File: src/hw/rtl/mfb_pkg.sv
package mfb_pkg;

	localparam int ROW_BYTES_DEF = 8;
	localparam int ROWS_DEF = 32;

	// 3x5 font, two 4-wide rows per byte (high nibble first), three bytes a digit
	localparam logic [7:0] FONT [30] = '{
		8'hea, 8'haa, 8'he0,
		8'h4c, 8'h44, 8'he0,
		8'he2, 8'he8, 8'he0,
		8'he2, 8'he2, 8'he0,
		8'haa, 8'he2, 8'h20,
		8'he8, 8'he2, 8'he0,
		8'h88, 8'hea, 8'he0,
		8'he2, 8'h22, 8'h20,
		8'hea, 8'hea, 8'he0,
		8'hea, 8'he2, 8'h20
	};

	localparam logic [2:0] DIGIT_LAST_ROW = 3'd4;

	typedef enum logic [2:0] {
		OP_CLEAR  = 3'd0,
		OP_DOWN   = 3'd1,
		OP_UP     = 3'd2,
		OP_LEFT   = 3'd3,
		OP_RIGHT  = 3'd4,
		OP_SPRITE = 3'd5,
		OP_DIGIT  = 3'd6,
		OP_READ   = 3'd7
	} op_t;

	typedef enum logic [2:0] {
		SW_CLEAR,
		SW_DOWN,
		SW_UP,
		SW_LEFT,
		SW_RIGHT
	} sweep_t;

	typedef enum logic [3:0] {
		ST_IDLE,
		ST_SW_PRIME,
		ST_SW_LOAD,
		ST_SW_RD,
		ST_SW_WR,
		ST_DR_RD0,
		ST_DR_WR0,
		ST_DR_RD1,
		ST_DR_WR1,
		ST_RD_DATA
	} state_t;

	typedef struct packed {
		op_t        op;
		logic [5:0] x;
		logic [4:0] y;
		logic [3:0] width;
		logic [7:0] pattern;
		logic       new_sprite;
		logic [3:0] digit_value;
		logic [4:0] line_count;
		logic [7:0] byte_address;
	} cmd_t;

	typedef struct packed {
		logic       collision;
		logic [7:0] read_data;
	} rsp_t;

	// first font byte of a digit, value taken modulo 10
	function automatic logic [4:0] digit_base(input logic [3:0] v);
		logic [3:0] m;
		m = (v >= 4'd10) ? v - 4'd10 : v;
		return 5'(m * 3);
	endfunction

	// pixel row r (0..4) of a digit, left-aligned in the top nibble
	function automatic logic [7:0] font_bits(input logic [4:0] base, input logic [2:0] r);
		logic [4:0] idx;
		logic [7:0] b;
		idx = base + {3'b000, r[2:1]};
		b = FONT[idx];
		return r[0] ? {b[3:0], 4'h0} : {b[7:4], 4'h0};
	endfunction

	// top bits of the pattern, width saturated at eight
	function automatic logic [7:0] sprite_bits(input logic [7:0] pat, input logic [3:0] w);
		logic [7:0] m;
		m = (w >= 4'd8) ? 8'hff : ~(8'hff >> w);
		return pat & m;
	endfunction

endpackage

File: src/hw/rtl/mfb_ram.sv
module mfb_ram #(
	parameter int WIDTH = 8,
	parameter int DEPTH = 256,
	localparam int AW = (DEPTH > 1) ? $clog2(DEPTH) : 1
) (
	input  logic             clk,
	input  logic             re,
	input  logic             we,
	input  logic [AW-1:0]    addr,
	input  logic [WIDTH-1:0] wdata,
	output logic [WIDTH-1:0] rdata
);

	logic [WIDTH-1:0] mem [DEPTH];

	// single port, registered read
	always_ff @(posedge clk) begin
		if (we) begin
			mem[addr] <= wdata;
		end
		if (re) begin
			rdata <= mem[addr];
		end
	end

endmodule

File: src/hw/rtl/mfb_ctrl.sv
module mfb_ctrl #(
	parameter int ROW_BYTES = 8,
	parameter int ROWS = 32,
	localparam int STORE = ROW_BYTES * ROWS,
	localparam int AW = (STORE > 1) ? $clog2(STORE) : 1
) (
	input  logic          clk,
	input  logic          arst_n,
	input  logic          start,
	output logic          busy,
	input  mfb_pkg::cmd_t cmd,
	output logic          done,
	output mfb_pkg::rsp_t rsp,
	output logic          mem_re,
	output logic          mem_we,
	output logic [AW-1:0] mem_addr,
	output logic [7:0]    mem_wdata,
	input  logic [7:0]    mem_rdata
);

	import mfb_pkg::*;

	localparam int RP = ROW_BYTES * 8;
	localparam int CW = $clog2(RP);
	localparam int RW = (ROWS > 1) ? $clog2(ROWS) : 1;
	localparam int BW = (ROW_BYTES > 1) ? $clog2(ROW_BYTES) : 1;

	// modulo tables for the narrow coordinate and byte-address fields
	logic [CW-1:0] xmod_tab [64];
	logic [RW-1:0] ymod_tab [32];
	logic [AW-1:0] amod_tab [256];

	for (genvar g = 0; g < 64; g++) begin : g_xmod
		assign xmod_tab[g] = CW'(g % RP);
	end
	for (genvar g = 0; g < 32; g++) begin : g_ymod
		assign ymod_tab[g] = RW'(g % ROWS);
	end
	for (genvar g = 0; g < 256; g++) begin : g_amod
		assign amod_tab[g] = AW'(g % STORE);
	end

	state_t        state_q, state_d;
	sweep_t        mode_q;
	logic [AW-1:0] i_q;
	logic [BW-1:0] col_q;
	logic          init_q;
	logic          digit_q;
	logic [2:0]    r_q;
	logic          acc_q;
	logic          done_q;
	logic [7:0]    cur_q;
	logic [AW-1:0] moved_q;
	logic [CW-1:0] xm_q;
	logic [RW-1:0] row_q;
	logic [7:0]    bits_q;
	logic [4:0]    fbase_q;
	rsp_t          rsp_q;

	logic accept;
	logic finish;
	logic hit;
	logic acc_d;

	assign accept = start && (state_q == ST_IDLE);
	assign busy = (state_q != ST_IDLE);
	assign done = done_q;
	assign rsp = rsp_q;

	// draw addressing: two byte masks of the shifted sprite row
	logic [15:0]   span;
	logic [BW-1:0] bc0, bc1;
	logic [AW-1:0] row_base, addr0, addr1;

	assign span = {bits_q, 8'h00} >> xm_q[2:0];
	assign bc0 = BW'(xm_q >> 3);
	assign bc1 = (bc0 == BW'(ROW_BYTES - 1)) ? '0 : bc0 + 1'b1;
	assign row_base = AW'(row_q * ROW_BYTES);
	assign addr0 = row_base + AW'(bc0);
	assign addr1 = row_base + AW'(bc1);

	// sweep addressing
	logic          asc, last, col_last, col_first;
	logic [AW:0]   up_sum;
	logic          src_ok;
	logic [AW-1:0] src_addr;

	assign asc = (mode_q == SW_CLEAR) || (mode_q == SW_UP) || (mode_q == SW_LEFT);
	assign last = asc ? (i_q == AW'(STORE - 1)) : (i_q == '0);
	assign col_last = (col_q == BW'(ROW_BYTES - 1));
	assign col_first = (col_q == '0);
	assign up_sum = {1'b0, i_q} + {1'b0, moved_q};

	always_comb begin
		src_ok = 1'b0;
		src_addr = i_q;
		unique case (mode_q)
			SW_DOWN: begin
				src_ok = (i_q >= moved_q);
				src_addr = i_q - moved_q;
			end
			SW_UP: begin
				src_ok = (up_sum < (AW + 1)'(STORE));
				src_addr = up_sum[AW-1:0];
			end
			SW_LEFT: begin
				src_ok = !last;
				src_addr = i_q + 1'b1;
			end
			SW_RIGHT: begin
				src_ok = !last;
				src_addr = i_q - 1'b1;
			end
			default: begin
				src_ok = 1'b0;
				src_addr = i_q;
			end
		endcase
	end

	// next state
	always_comb begin
		state_d = state_q;
		unique case (state_q)
			ST_IDLE: begin
				if (start) begin
					unique case (cmd.op)
						OP_CLEAR: state_d = ST_SW_WR;
						OP_DOWN, OP_UP: begin
							if (cmd.line_count == '0) begin
								state_d = ST_IDLE;
							end else if (int'(cmd.line_count) >= ROWS) begin
								state_d = ST_SW_WR;
							end else begin
								state_d = ST_SW_RD;
							end
						end
						OP_LEFT, OP_RIGHT: state_d = ST_SW_PRIME;
						OP_SPRITE, OP_DIGIT: state_d = ST_DR_RD0;
						OP_READ: state_d = ST_RD_DATA;
						default: state_d = ST_IDLE;
					endcase
				end
			end
			ST_SW_PRIME: state_d = ST_SW_LOAD;
			ST_SW_LOAD: state_d = ST_SW_WR;
			ST_SW_RD: state_d = ST_SW_WR;
			ST_SW_WR: begin
				if (last) begin
					state_d = ST_IDLE;
				end else if (mode_q == SW_CLEAR) begin
					state_d = ST_SW_WR;
				end else begin
					state_d = ST_SW_RD;
				end
			end
			ST_DR_RD0: state_d = ST_DR_WR0;
			ST_DR_WR0: state_d = ST_DR_RD1;
			ST_DR_RD1: state_d = ST_DR_WR1;
			ST_DR_WR1: begin
				state_d = (digit_q && (r_q != DIGIT_LAST_ROW)) ? ST_DR_RD0 : ST_IDLE;
			end
			ST_RD_DATA: state_d = ST_IDLE;
			default: state_d = ST_IDLE;
		endcase
	end

	// memory port and completion
	always_comb begin
		mem_re = 1'b0;
		mem_we = 1'b0;
		mem_addr = i_q;
		mem_wdata = '0;
		hit = 1'b0;
		finish = 1'b0;
		unique case (state_q)
			ST_IDLE: begin
				if (start && (cmd.op == OP_READ)) begin
					mem_re = 1'b1;
					mem_addr = amod_tab[cmd.byte_address];
				end
				if (start && ((cmd.op == OP_DOWN) || (cmd.op == OP_UP))
						&& (cmd.line_count == '0)) begin
					finish = 1'b1;
				end
			end
			ST_SW_PRIME: begin
				mem_re = 1'b1;
				mem_addr = i_q;
			end
			ST_SW_LOAD, ST_SW_RD: begin
				mem_re = src_ok;
				mem_addr = src_addr;
			end
			ST_SW_WR: begin
				mem_we = 1'b1;
				mem_addr = i_q;
				unique case (mode_q)
					SW_DOWN, SW_UP: mem_wdata = src_ok ? mem_rdata : 8'h00;
					SW_LEFT: mem_wdata = {cur_q[6:0], col_last ? 1'b0 : mem_rdata[7]};
					SW_RIGHT: mem_wdata = {col_first ? 1'b0 : mem_rdata[0], cur_q[7:1]};
					default: mem_wdata = 8'h00;
				endcase
				finish = last && !init_q;
			end
			ST_DR_RD0: begin
				mem_re = 1'b1;
				mem_addr = addr0;
			end
			ST_DR_WR0: begin
				mem_we = 1'b1;
				mem_addr = addr0;
				mem_wdata = mem_rdata ^ span[15:8];
				hit = |(mem_rdata & span[15:8]);
			end
			ST_DR_RD1: begin
				mem_re = 1'b1;
				mem_addr = addr1;
			end
			ST_DR_WR1: begin
				mem_we = 1'b1;
				mem_addr = addr1;
				mem_wdata = mem_rdata ^ span[7:0];
				hit = |(mem_rdata & span[7:0]);
				finish = !(digit_q && (r_q != DIGIT_LAST_ROW));
			end
			ST_RD_DATA: finish = 1'b1;
			default: finish = 1'b0;
		endcase
	end

	assign acc_d = ((state_q == ST_DR_WR1) && !digit_q) ? (acc_q | hit) : acc_q;

	// control registers; reset starts a clearing sweep of the store
	always_ff @(posedge clk or negedge arst_n) begin
		if (!arst_n) begin
			state_q <= ST_SW_WR;
			mode_q <= SW_CLEAR;
			i_q <= '0;
			col_q <= '0;
			init_q <= 1'b1;
			digit_q <= 1'b0;
			r_q <= '0;
			acc_q <= 1'b0;
			done_q <= 1'b0;
		end else begin
			state_q <= state_d;
			done_q <= finish;
			if (accept) begin
				digit_q <= (cmd.op == OP_DIGIT);
				r_q <= '0;
				if ((cmd.op == OP_SPRITE) && cmd.new_sprite) begin
					acc_q <= 1'b0;
				end
				unique case (cmd.op)
					OP_DOWN: mode_q <= (int'(cmd.line_count) >= ROWS) ? SW_CLEAR : SW_DOWN;
					OP_UP: mode_q <= (int'(cmd.line_count) >= ROWS) ? SW_CLEAR : SW_UP;
					OP_LEFT: mode_q <= SW_LEFT;
					OP_RIGHT: mode_q <= SW_RIGHT;
					default: mode_q <= SW_CLEAR;
				endcase
				if ((cmd.op == OP_DOWN) && (int'(cmd.line_count) < ROWS)
						|| (cmd.op == OP_RIGHT)) begin
					i_q <= AW'(STORE - 1);
					col_q <= BW'(ROW_BYTES - 1);
				end else begin
					i_q <= '0;
					col_q <= '0;
				end
			end
			if (state_q == ST_SW_WR) begin
				i_q <= asc ? i_q + 1'b1 : i_q - 1'b1;
				if (asc) begin
					col_q <= col_last ? '0 : col_q + 1'b1;
				end else begin
					col_q <= col_first ? BW'(ROW_BYTES - 1) : col_q - 1'b1;
				end
				if (last) begin
					init_q <= 1'b0;
				end
			end
			if (((state_q == ST_DR_WR0) || (state_q == ST_DR_WR1)) && !digit_q) begin
				acc_q <= acc_q | hit;
			end
			if ((state_q == ST_DR_WR1) && digit_q && (r_q != DIGIT_LAST_ROW)) begin
				r_q <= r_q + 1'b1;
			end
		end
	end

	// payload registers
	always_ff @(posedge clk) begin
		if (accept) begin
			moved_q <= AW'(int'(cmd.line_count) * ROW_BYTES);
			xm_q <= xmod_tab[cmd.x];
			row_q <= ymod_tab[cmd.y];
			fbase_q <= digit_base(cmd.digit_value);
			bits_q <= (cmd.op == OP_DIGIT) ? font_bits(digit_base(cmd.digit_value), 3'd0)
				: sprite_bits(cmd.pattern, cmd.width);
		end
		if ((state_q == ST_SW_LOAD) || (state_q == ST_SW_WR)) begin
			cur_q <= mem_rdata;
		end
		if ((state_q == ST_DR_WR1) && digit_q && (r_q != DIGIT_LAST_ROW)) begin
			row_q <= (row_q == RW'(ROWS - 1)) ? '0 : row_q + 1'b1;
			bits_q <= font_bits(fbase_q, r_q + 1'b1);
		end
		if (finish) begin
			rsp_q.collision <= acc_d;
			rsp_q.read_data <= (state_q == ST_RD_DATA) ? mem_rdata : 8'h00;
		end
	end

endmodule

File: src/hw/rtl/mono_framebuffer_sprite_blitter_top.sv
// One-bit framebuffer of ROWS x ROW_BYTES*8 pixels in a single-port RAM with
// registered read. A command is taken when start is high and busy is low; its
// result is on rsp for exactly one cycle, marked by done, and cannot be held
// off, so the receiver must take it then. Every byte a sprite or digit touches
// is a RAM read-modify-write. A sprite row touches two bytes and a digit five
// rows; a read and a scroll by zero rows finish without a sweep. Clear and
// scrolls of ROWS or more rows sweep the store at one byte a cycle; vertical
// scrolls read and write each byte in turn, and horizontal ones first prime
// the read of the first byte. After reset busy stays high while the store is
// cleared.
module mono_framebuffer_sprite_blitter_top #(
	parameter int ROW_BYTES = mfb_pkg::ROW_BYTES_DEF,
	parameter int ROWS = mfb_pkg::ROWS_DEF
) (
	input  logic          clk,
	input  logic          arst_n,
	input  logic          start,
	output logic          busy,
	input  mfb_pkg::cmd_t cmd,
	output logic          done,
	output mfb_pkg::rsp_t rsp
);

	import mfb_pkg::*;

	localparam int STORE = ROW_BYTES * ROWS;
	localparam int AW = (STORE > 1) ? $clog2(STORE) : 1;

	logic          mem_re, mem_we;
	logic [AW-1:0] mem_addr;
	logic [7:0]    mem_wdata, mem_rdata;

	mfb_ctrl #(
		.ROW_BYTES(ROW_BYTES),
		.ROWS(ROWS)
	) u_ctrl (
		.clk(clk),
		.arst_n(arst_n),
		.start(start),
		.busy(busy),
		.cmd(cmd),
		.done(done),
		.rsp(rsp),
		.mem_re(mem_re),
		.mem_we(mem_we),
		.mem_addr(mem_addr),
		.mem_wdata(mem_wdata),
		.mem_rdata(mem_rdata)
	);

	mfb_ram #(
		.WIDTH(8),
		.DEPTH(STORE)
	) u_frame (
		.clk(clk),
		.re(mem_re),
		.we(mem_we),
		.addr(mem_addr),
		.wdata(mem_wdata),
		.rdata(mem_rdata)
	);

endmodule

File: config.mk
export PLATFORM = sky130hd
export DESIGN_NAME = mono_framebuffer_sprite_blitter_top
export DESIGN_NICKNAME = d
export VERILOG_FILES = /design/src/hw/rtl/mfb_pkg.sv /design/src/hw/rtl/mfb_ram.sv /design/src/hw/rtl/mfb_ctrl.sv /design/src/hw/rtl/mono_framebuffer_sprite_blitter_top.sv
export SDC_FILE = /design/constraint.sdc
export NUM_CORES = 2
export LEC_CHECK = 0
export ABC_AREA = 1
export BUFFER_PORTS_ARGS = -buffer_cell sky130_fd_sc_hd__buf_2
export CAP_MARGIN = 20
export CORE_MARGIN = 5
export CORE_UTILIZATION = 35
export DETAILED_ROUTE_END_ITERATION = 6
export SLEW_MARGIN = 20
export SYNTH_ARGS = -nofsm -noshare
export SYNTH_HDL_FRONTEND = slang
export SYNTH_SLANG_ARGS = --single-unit
File: constraint.sdc
create_clock -name clk -period 20.8 [get_ports clk]
set_clock_uncertainty 0.2 [all_clocks]
set_input_delay 1.04 -clock clk [delete_from_list [all_inputs] [get_ports clk]]
set_output_delay 1.04 -clock clk [all_outputs]
set_load 0.05 [all_outputs]
; ---- After elaboration in Yosys (flattened, before gate mapping)
; Memories as Yosys holds them, arrays and structs flattened. A register that Yosys moved wholly into a read port is not among the register bits.
; Index checks and enable logic that the tools add are counted.
[totals]
ff_bits = 65
ramBits = 2048
mem_bits_ro = 3104
input_bits = 47
elab_cells = 190
n_memories = 6
[mem_list]
columns = name, depth, word_bits, rd, rd_ports_with_merged_regs, write_ports, line
row1 = (name not given), 256, 8, 1, 0, 0, mfb_ctrl.sv:180  ; mem_addr = amod_tab[cmd.byte_address];
row2 = u_frame.mem, 256, 8, 1, 1, 1, mfb_ram.sv:14  ; logic [WIDTH-1:0] mem [DEPTH];
row3 = (name not given), 64, 6, 1, 1, 0, mfb_ctrl.sv:295  ; xm_q <= xmod_tab[cmd.x];
row4 = (name not given), 32, 8, 1, 0, 0, mfb_pkg.sv:83  ; b = FONT[idx];
row5 = (name not given), 32, 8, 1, 0, 0, mfb_pkg.sv:83
row6 = (name not given), 32, 5, 1, 0, 0, mfb_ctrl.sv:296  ; row_q <= ymod_tab[cmd.y];
[classes]
add_sub_neg = 13
n_mul = 1
order_cmp = 8
n_eq_ne = 26
shifts = 2
muxes = 60
n_bitwise = 12
n_reduce_logical = 46
[ops]
columns = operator, n
row1 = $mux W8, 17
row2 = $pmux W8 S4, 2
row3 = $pmux W8 S3, 2
row4 = $mux W3, 11
row5 = $pmux W4 S8, 1
row6 = $mux W5, 5
row7 = $and A8 B8 Y8, 3
row8 = $eq A3 B3 Y1 const B, 7
row9 = $pmux W4 S5, 1
row10 = $ge A6 B6 Y1 const B, 3
row11 = $not A5 Y6, 3
row12 = $add A8 B3 Y8, 2
row13 = $eq A4 B3 Y1 const B, 4
row14 = $reduce_or A2 Y1, 8
row15 = $reduce_or A8 Y1, 2
row16 = $shr A16 B3 Y16, 1
row17 = $xor A8 B8 Y8, 2
row18 = $eq A3 B2 Y1 const B, 4
row19 = $mux W1, 12
row20 = $mux W4, 3
row21 = $pmux W3 S4, 1
row22 = $logic_and A1 B1 Y1, 11
row23 = $add A3 B1 Y3 const B, 3
row24 = $add A8 B8 Y9, 1
row25 = other kinds (39), 59

; ---- Logic depth before layout (Yosys ltp)
[depth]
depth_word = 10
ltp_mapped = 26
depth_no_buf = 22

; ---- Cells and area by module
; A second synthesis with hierarchy kept.
[unflattened]
hier_cells = 8903
area_unflattened_um2 = 91177.4
[modules_own_cells]
columns = module, n_inst, cells_each, area_each_um2, seq_area_each_um2
row1 = mfb_ram, 1, 8021, 84936.5, 61739.2
row2 = mfb_ctrl, 1, 882, 6241.0, 2009.4

; ---- Worst setup path after synthesis
; OpenSTA, ideal clock, no wires.
[synth_path]
kind = reg-to-reg
from = reg u_ctrl.i_q[5]
to = mem u_frame.mem[0][3] (data pin)
setup_time_ns = 2.187
arrival_ns = 12.141
required_ns = 18.413
slack_ns = 6.272
stages_incl_launch_ff = 14
path_buffers = 0
period_less_slack_ns = 14.528
path_cell_list = dfrtp_1 > ha_1 > inv_1 > nand2_1 > nand2_1 > a31oi_1 > inv_1 > nand2_1 > a21oi_1 > o311ai_1 > nand3_1 > o21ai_0 > a21oi_1 > o21ai_0
[synth_via]
elab_chain_cells = 7
[synth_lines]
columns = item, line
row1 = "start, declared", mfb_ctrl.sv:45  ; logic [AW-1:0] i_q;
row2 = "start signal, assigned", mfb_ctrl.sv:264  ; i_q <= AW'(STORE - 1);
row3 = "start signal, assigned", mfb_ctrl.sv:272  ; i_q <= asc ? i_q + 1'b1 : i_q - 1'b1;
row4 = "parallel branches: the longest is 3 deep, another holds $add A8 B8 Y9", -
row5 = $pmux W1 S3 (*), mfb_ctrl.sv:97  ; unique case (mode_q)
row6 = $mux W8 (*), mfb_ctrl.sv:199  ; SW_DOWN, SW_UP: mem_wdata = src_ok ? mem_rdata : 8'h00;
row7 = $pmux W8 S3 (*), mfb_ctrl.sv:198  ; unique case (mode_q)
row8 = $pmux W8 S3 (*), mfb_ctrl.sv:176  ; unique case (state_q)
row9 = net mem_wdata[3], mono_framebuffer_sprite_blitter_top.sv:31  ; logic [7:0] mem_wdata, mem_rdata;
row10 = "end, declared", mfb_ram.sv:14
; Mark *: on every way through the listed nets, which the timed path passes.

; ---- Worst setup path after layout
[layout_path]
from = reg u_ctrl.state_q[2]
to = reg u_frame.rdata[1], read port of u_frame.mem (data pin)
[layout_via]
elab_chain_cells = 3
[layout_lines]
columns = item, line
row1 = "start, declared", mfb_ctrl.sv:43  ; state_t state_q, state_d;
row2 = "start signal, assigned", mfb_ctrl.sv:247  ; state_q <= state_d;
row3 = "$eq A4 B1 Y1, or another cell as far along", mfb_ctrl.sv:176
row4 = $reduce_or A3 Y1 (no line) or $reduce_or A2 Y1 (tied branches), -
row5 = $pmux W1 S3 or $pmux W8 S4 (tied branches), mfb_ctrl.sv:176
row6 = "end, declared", mfb_ram.sv:11  ; output logic [WIDTH-1:0] rdata
; Parallel ways exist; a longest one is shown, timed or not.
; A chain may end at the register's enable or synchronous reset.

==> run summary <==
Reg2Reg Depth: 22
Port buffer count: 57
Multi-input gate area: 26900 um2
CTS Buffer Depth: 3
Core box area: 265000 um2
Worst-Margin Slew: 1280 ps
Initial Utilization: 35.1%
Worst endpoint required time: 21360 ps
Detail Route Antenna Nets: 0
Commonest cells after routing, fill and taps aside: nand2_1 (5146), edfxtp_1 (2102), nand3_1 (567), nor2_1 (409), clkbuf_16 (215)
Largest net degree at the start of global routing: 188
Fill cell count: 25.6k
Critical Path AT: 8510 ps
Iteration-0 DRC Markers: 7297
R2r setup slk: 12850 ps
Max-slew headroom: 14.4%
Synth Warn #: 0
Sequential share of the synthesized area: 68.5%
Endpoints failing setup: 0
Most used routing layer: met2
Post-Route Setup TNS: 0 ps
Clk pin slew, worst setup/hold paths: 60 ps
Reg area: 63700 um2
Period utilisation layout: 38.2%
Status: completed
Hold Crit Class: in -> reg
I/O pins: 58
Post-synth cell types: 56
Post-synth EDFFs: 2102
Critical path class: reg -> reg
CP max FO: 182
Area grow syn2layout: 11.3%
Number of max-cap violations: 0
Post-CTS sizing: 0
Register bit total from synthesis: 2127
DRC: 0
Die ar.: 276000 um2
Initial antenna violation count: 9
Slew Limit Fails: 0
Site Rows: 189
GRT Resource Usage Total: 18.5%
Chip Height: 526 um
GR Layer Usage met3: 3.10%
Global-route wire length before repair: 397 mm
Startpoint Class: register
RR Startpoint: u_ctrl.state_q[2]
Post-route minimum period: 7950 ps
Vias per cell: 5.08
Hold EP: u_ctrl.xm_q[2]
CP Capture Type: register
Most common cell after layout, fill and taps aside: nand2_1
Vias in the first global route: 62.9k
Clk Latency, worst-skew pair: 910 ps
Highest Clock Rate: 126 MHz
Met1 Resource Use GR: 26.0%
RD Place Congestion: 0.877
Routed WL: 263 mm
Hold Crit Start: cmd[37]
Nets@finish: 9277
Met2 usage: 29.2%
GRT Residual Overflow: 0
Syn Nets: 9428
Clock sink count: 2127
Share of layout cells above drive strength 1: 5.62%
Mapped cell area: 93100 um2
Hold-fix buffers at CTS: 1
Hold Violations, Final: 0
Syn_area_per_cell: 9.97 um2
Post-synth top flop: edfxtp_1
Unrepaired setup endpoints after global routing: false
CTS H-tree lvls: 4
Die X: 526 um
CTS Root Cell: clkbuf_16
Reg2reg end: u_frame.rdata[1]
Pre-antenna DRT Iters: 6
Clock buffers created by TritonCTS: 215
CTS tree: done
WHS Path Cells: 1
Vias: 65.5k
Post-Syn Instances: 9338
Post-DP HPWL: 145 mm
Setup bufs post-CTS: 0
Ys async rst share: 1.18%
Routed WL per cell: 20.4 um
## cells by family (layout without fill, tap and decap cells)
| logic type | Yosys count | in the layout | synth area share (%) |
|---|---|---|---|
| AO/OA/AOI/OAI | 316 | 316 | 1.91 |
| XOR/XNOR | 17 | 17 | 0.160 |
| adder cells (fa/ha/maj) | 43 | 43 | 0.610 |
| buffers and inverters | 638 | 667 | 2.92 |
| flip-flops | 2127 | 2127 | 68.5 |
| multiplexers | 2 | 2 | 0.0215 |
| other | 0 | 2 | 0 |
| AND/OR/NAND/NOR | 6195 | 6195 | 25.9 |
## per-stage QoR
step	instances	area [um2]	utilization, %	setup slack [ps]	hold slack, ps
after CTS	12899	104000	39.1	12980	33.4
after floorplan	9338	93100	-	6270	234
final	12902	104000	39.1	12850	115
after global placement	12501	96600	36.4	12910	250
after global routing	12901	104000	39.1	12380	55.2
after detailed placement	12501	96600	36.4	12880	252
## how the worst max path moves through the flow
| stage | start | end |
|---|---|---|
| after CTS | u_ctrl.state_q[2] | u_frame.rdata[2] |
| final | u_ctrl.state_q[2] | u_frame.rdata[1] |
| after floorplan | u_ctrl.i_q[5] | u_frame.mem[0][3] |
| after global routing | u_ctrl.state_q[2] | u_frame.rdata[1] |
| after global placement | cmd[43] | u_frame.rdata[1] |
| after detailed placement | cmd[43] | u_frame.rdata[1] |
## flip-flops by register name (all words and copies together), names as in the netlist, 3 cells and up
signal          flops
u_frame.mem      2048
u_ctrl.rsp          9
u_ctrl.bits_q       8
u_ctrl.cur_q        8
u_ctrl.i_q          8
u_frame.rdata       8
u_ctrl.xm_q         6
u_ctrl.fbase_q      5
u_ctrl.moved_q      5
u_ctrl.row_q        5
u_ctrl.state_q      4
u_ctrl.col_q        3
u_ctrl.mode_q       3
u_ctrl.r_q          3
## final cells by class
class,count,area share (%)
repair buffers,145,1.08
well taps,3533,4.27
clock buffers,246,5.31
diodes,2,0.00483
inverters,125,0.476
flip-flops and latches,2127,61.5
clock inverters,151,1.40
multi-input cells,6573,25.9
## cells in the mapped netlist, types with 2 or more instances
cell       count  area [um2]
nor3_2         3        30.0
o21bai_1       2        15.0
mux2i_1        2        20.0
or2_2          7        43.8
buf_4          9        67.6
o21ai_1       69         345
o21ai_0      133         666
o2111ai_1      3        26.3
a21oi_2        2        17.5
nand3_1      567        2840
nand2_1     5159       19400
a21boi_0       8        60.1
edfxtp_1    2102       63100
clkbuf_1     240         901
nor3_1        17        85.1
nor4_1         4        25.0
o311ai_0       2        17.5
xnor2_1        5        43.8
a31oi_1       12        75.1
nand4_1        8        50.1
o211ai_1      14         105
o22ai_1        7        43.8
a22oi_1       11        82.6
o31ai_1        4        30.0
nand2_2        7        43.8
nor2_2         6        37.5
a21oi_1       35         175
fa_1           4        80.1
dfrtp_1       23         576
inv_2         12        45.0
a2111oi_0      2        17.5
nor2_1       412        1550
a211oi_1       3        22.5
ha_1          39         488
inv_1        111         417
buf_1         40         150
buf_2        223        1120
dfstp_2        2        52.6
xor2_1        12         105
## routing by layer
metal	vias to the layer above	part of all wire (%)	routed length [um]
met2	2724	46	120000
li1	30552	-	-
met5	-	0.0049	13
met1	31774	43	114000
met4	2	2.9	7660
met3	459	8.0	21000
## worst max-delay path, cell delays in order, from the launching register on
cell and delay (ps):
dfstp_2 580, nor2_1 70, nand2_1 400, nand4_2 320
nand4_1 220, buf_4 770, nand2_8 800, inv_16 610
buf_4 730, buf_4 780, buf_4 600, nand2_1 110
nand2_1 90, nand2_1 50, nand2_1 110, nand2_1 70
nand2_1 100, o21ai_1 110, nand2_1 140, nor2_1 50
nor2_1 110, nor2_1 60, nand2_1 60
Power is not shown: default switching activity piles up to over one toggle a cycle in this logic, so the estimate is an artifact.
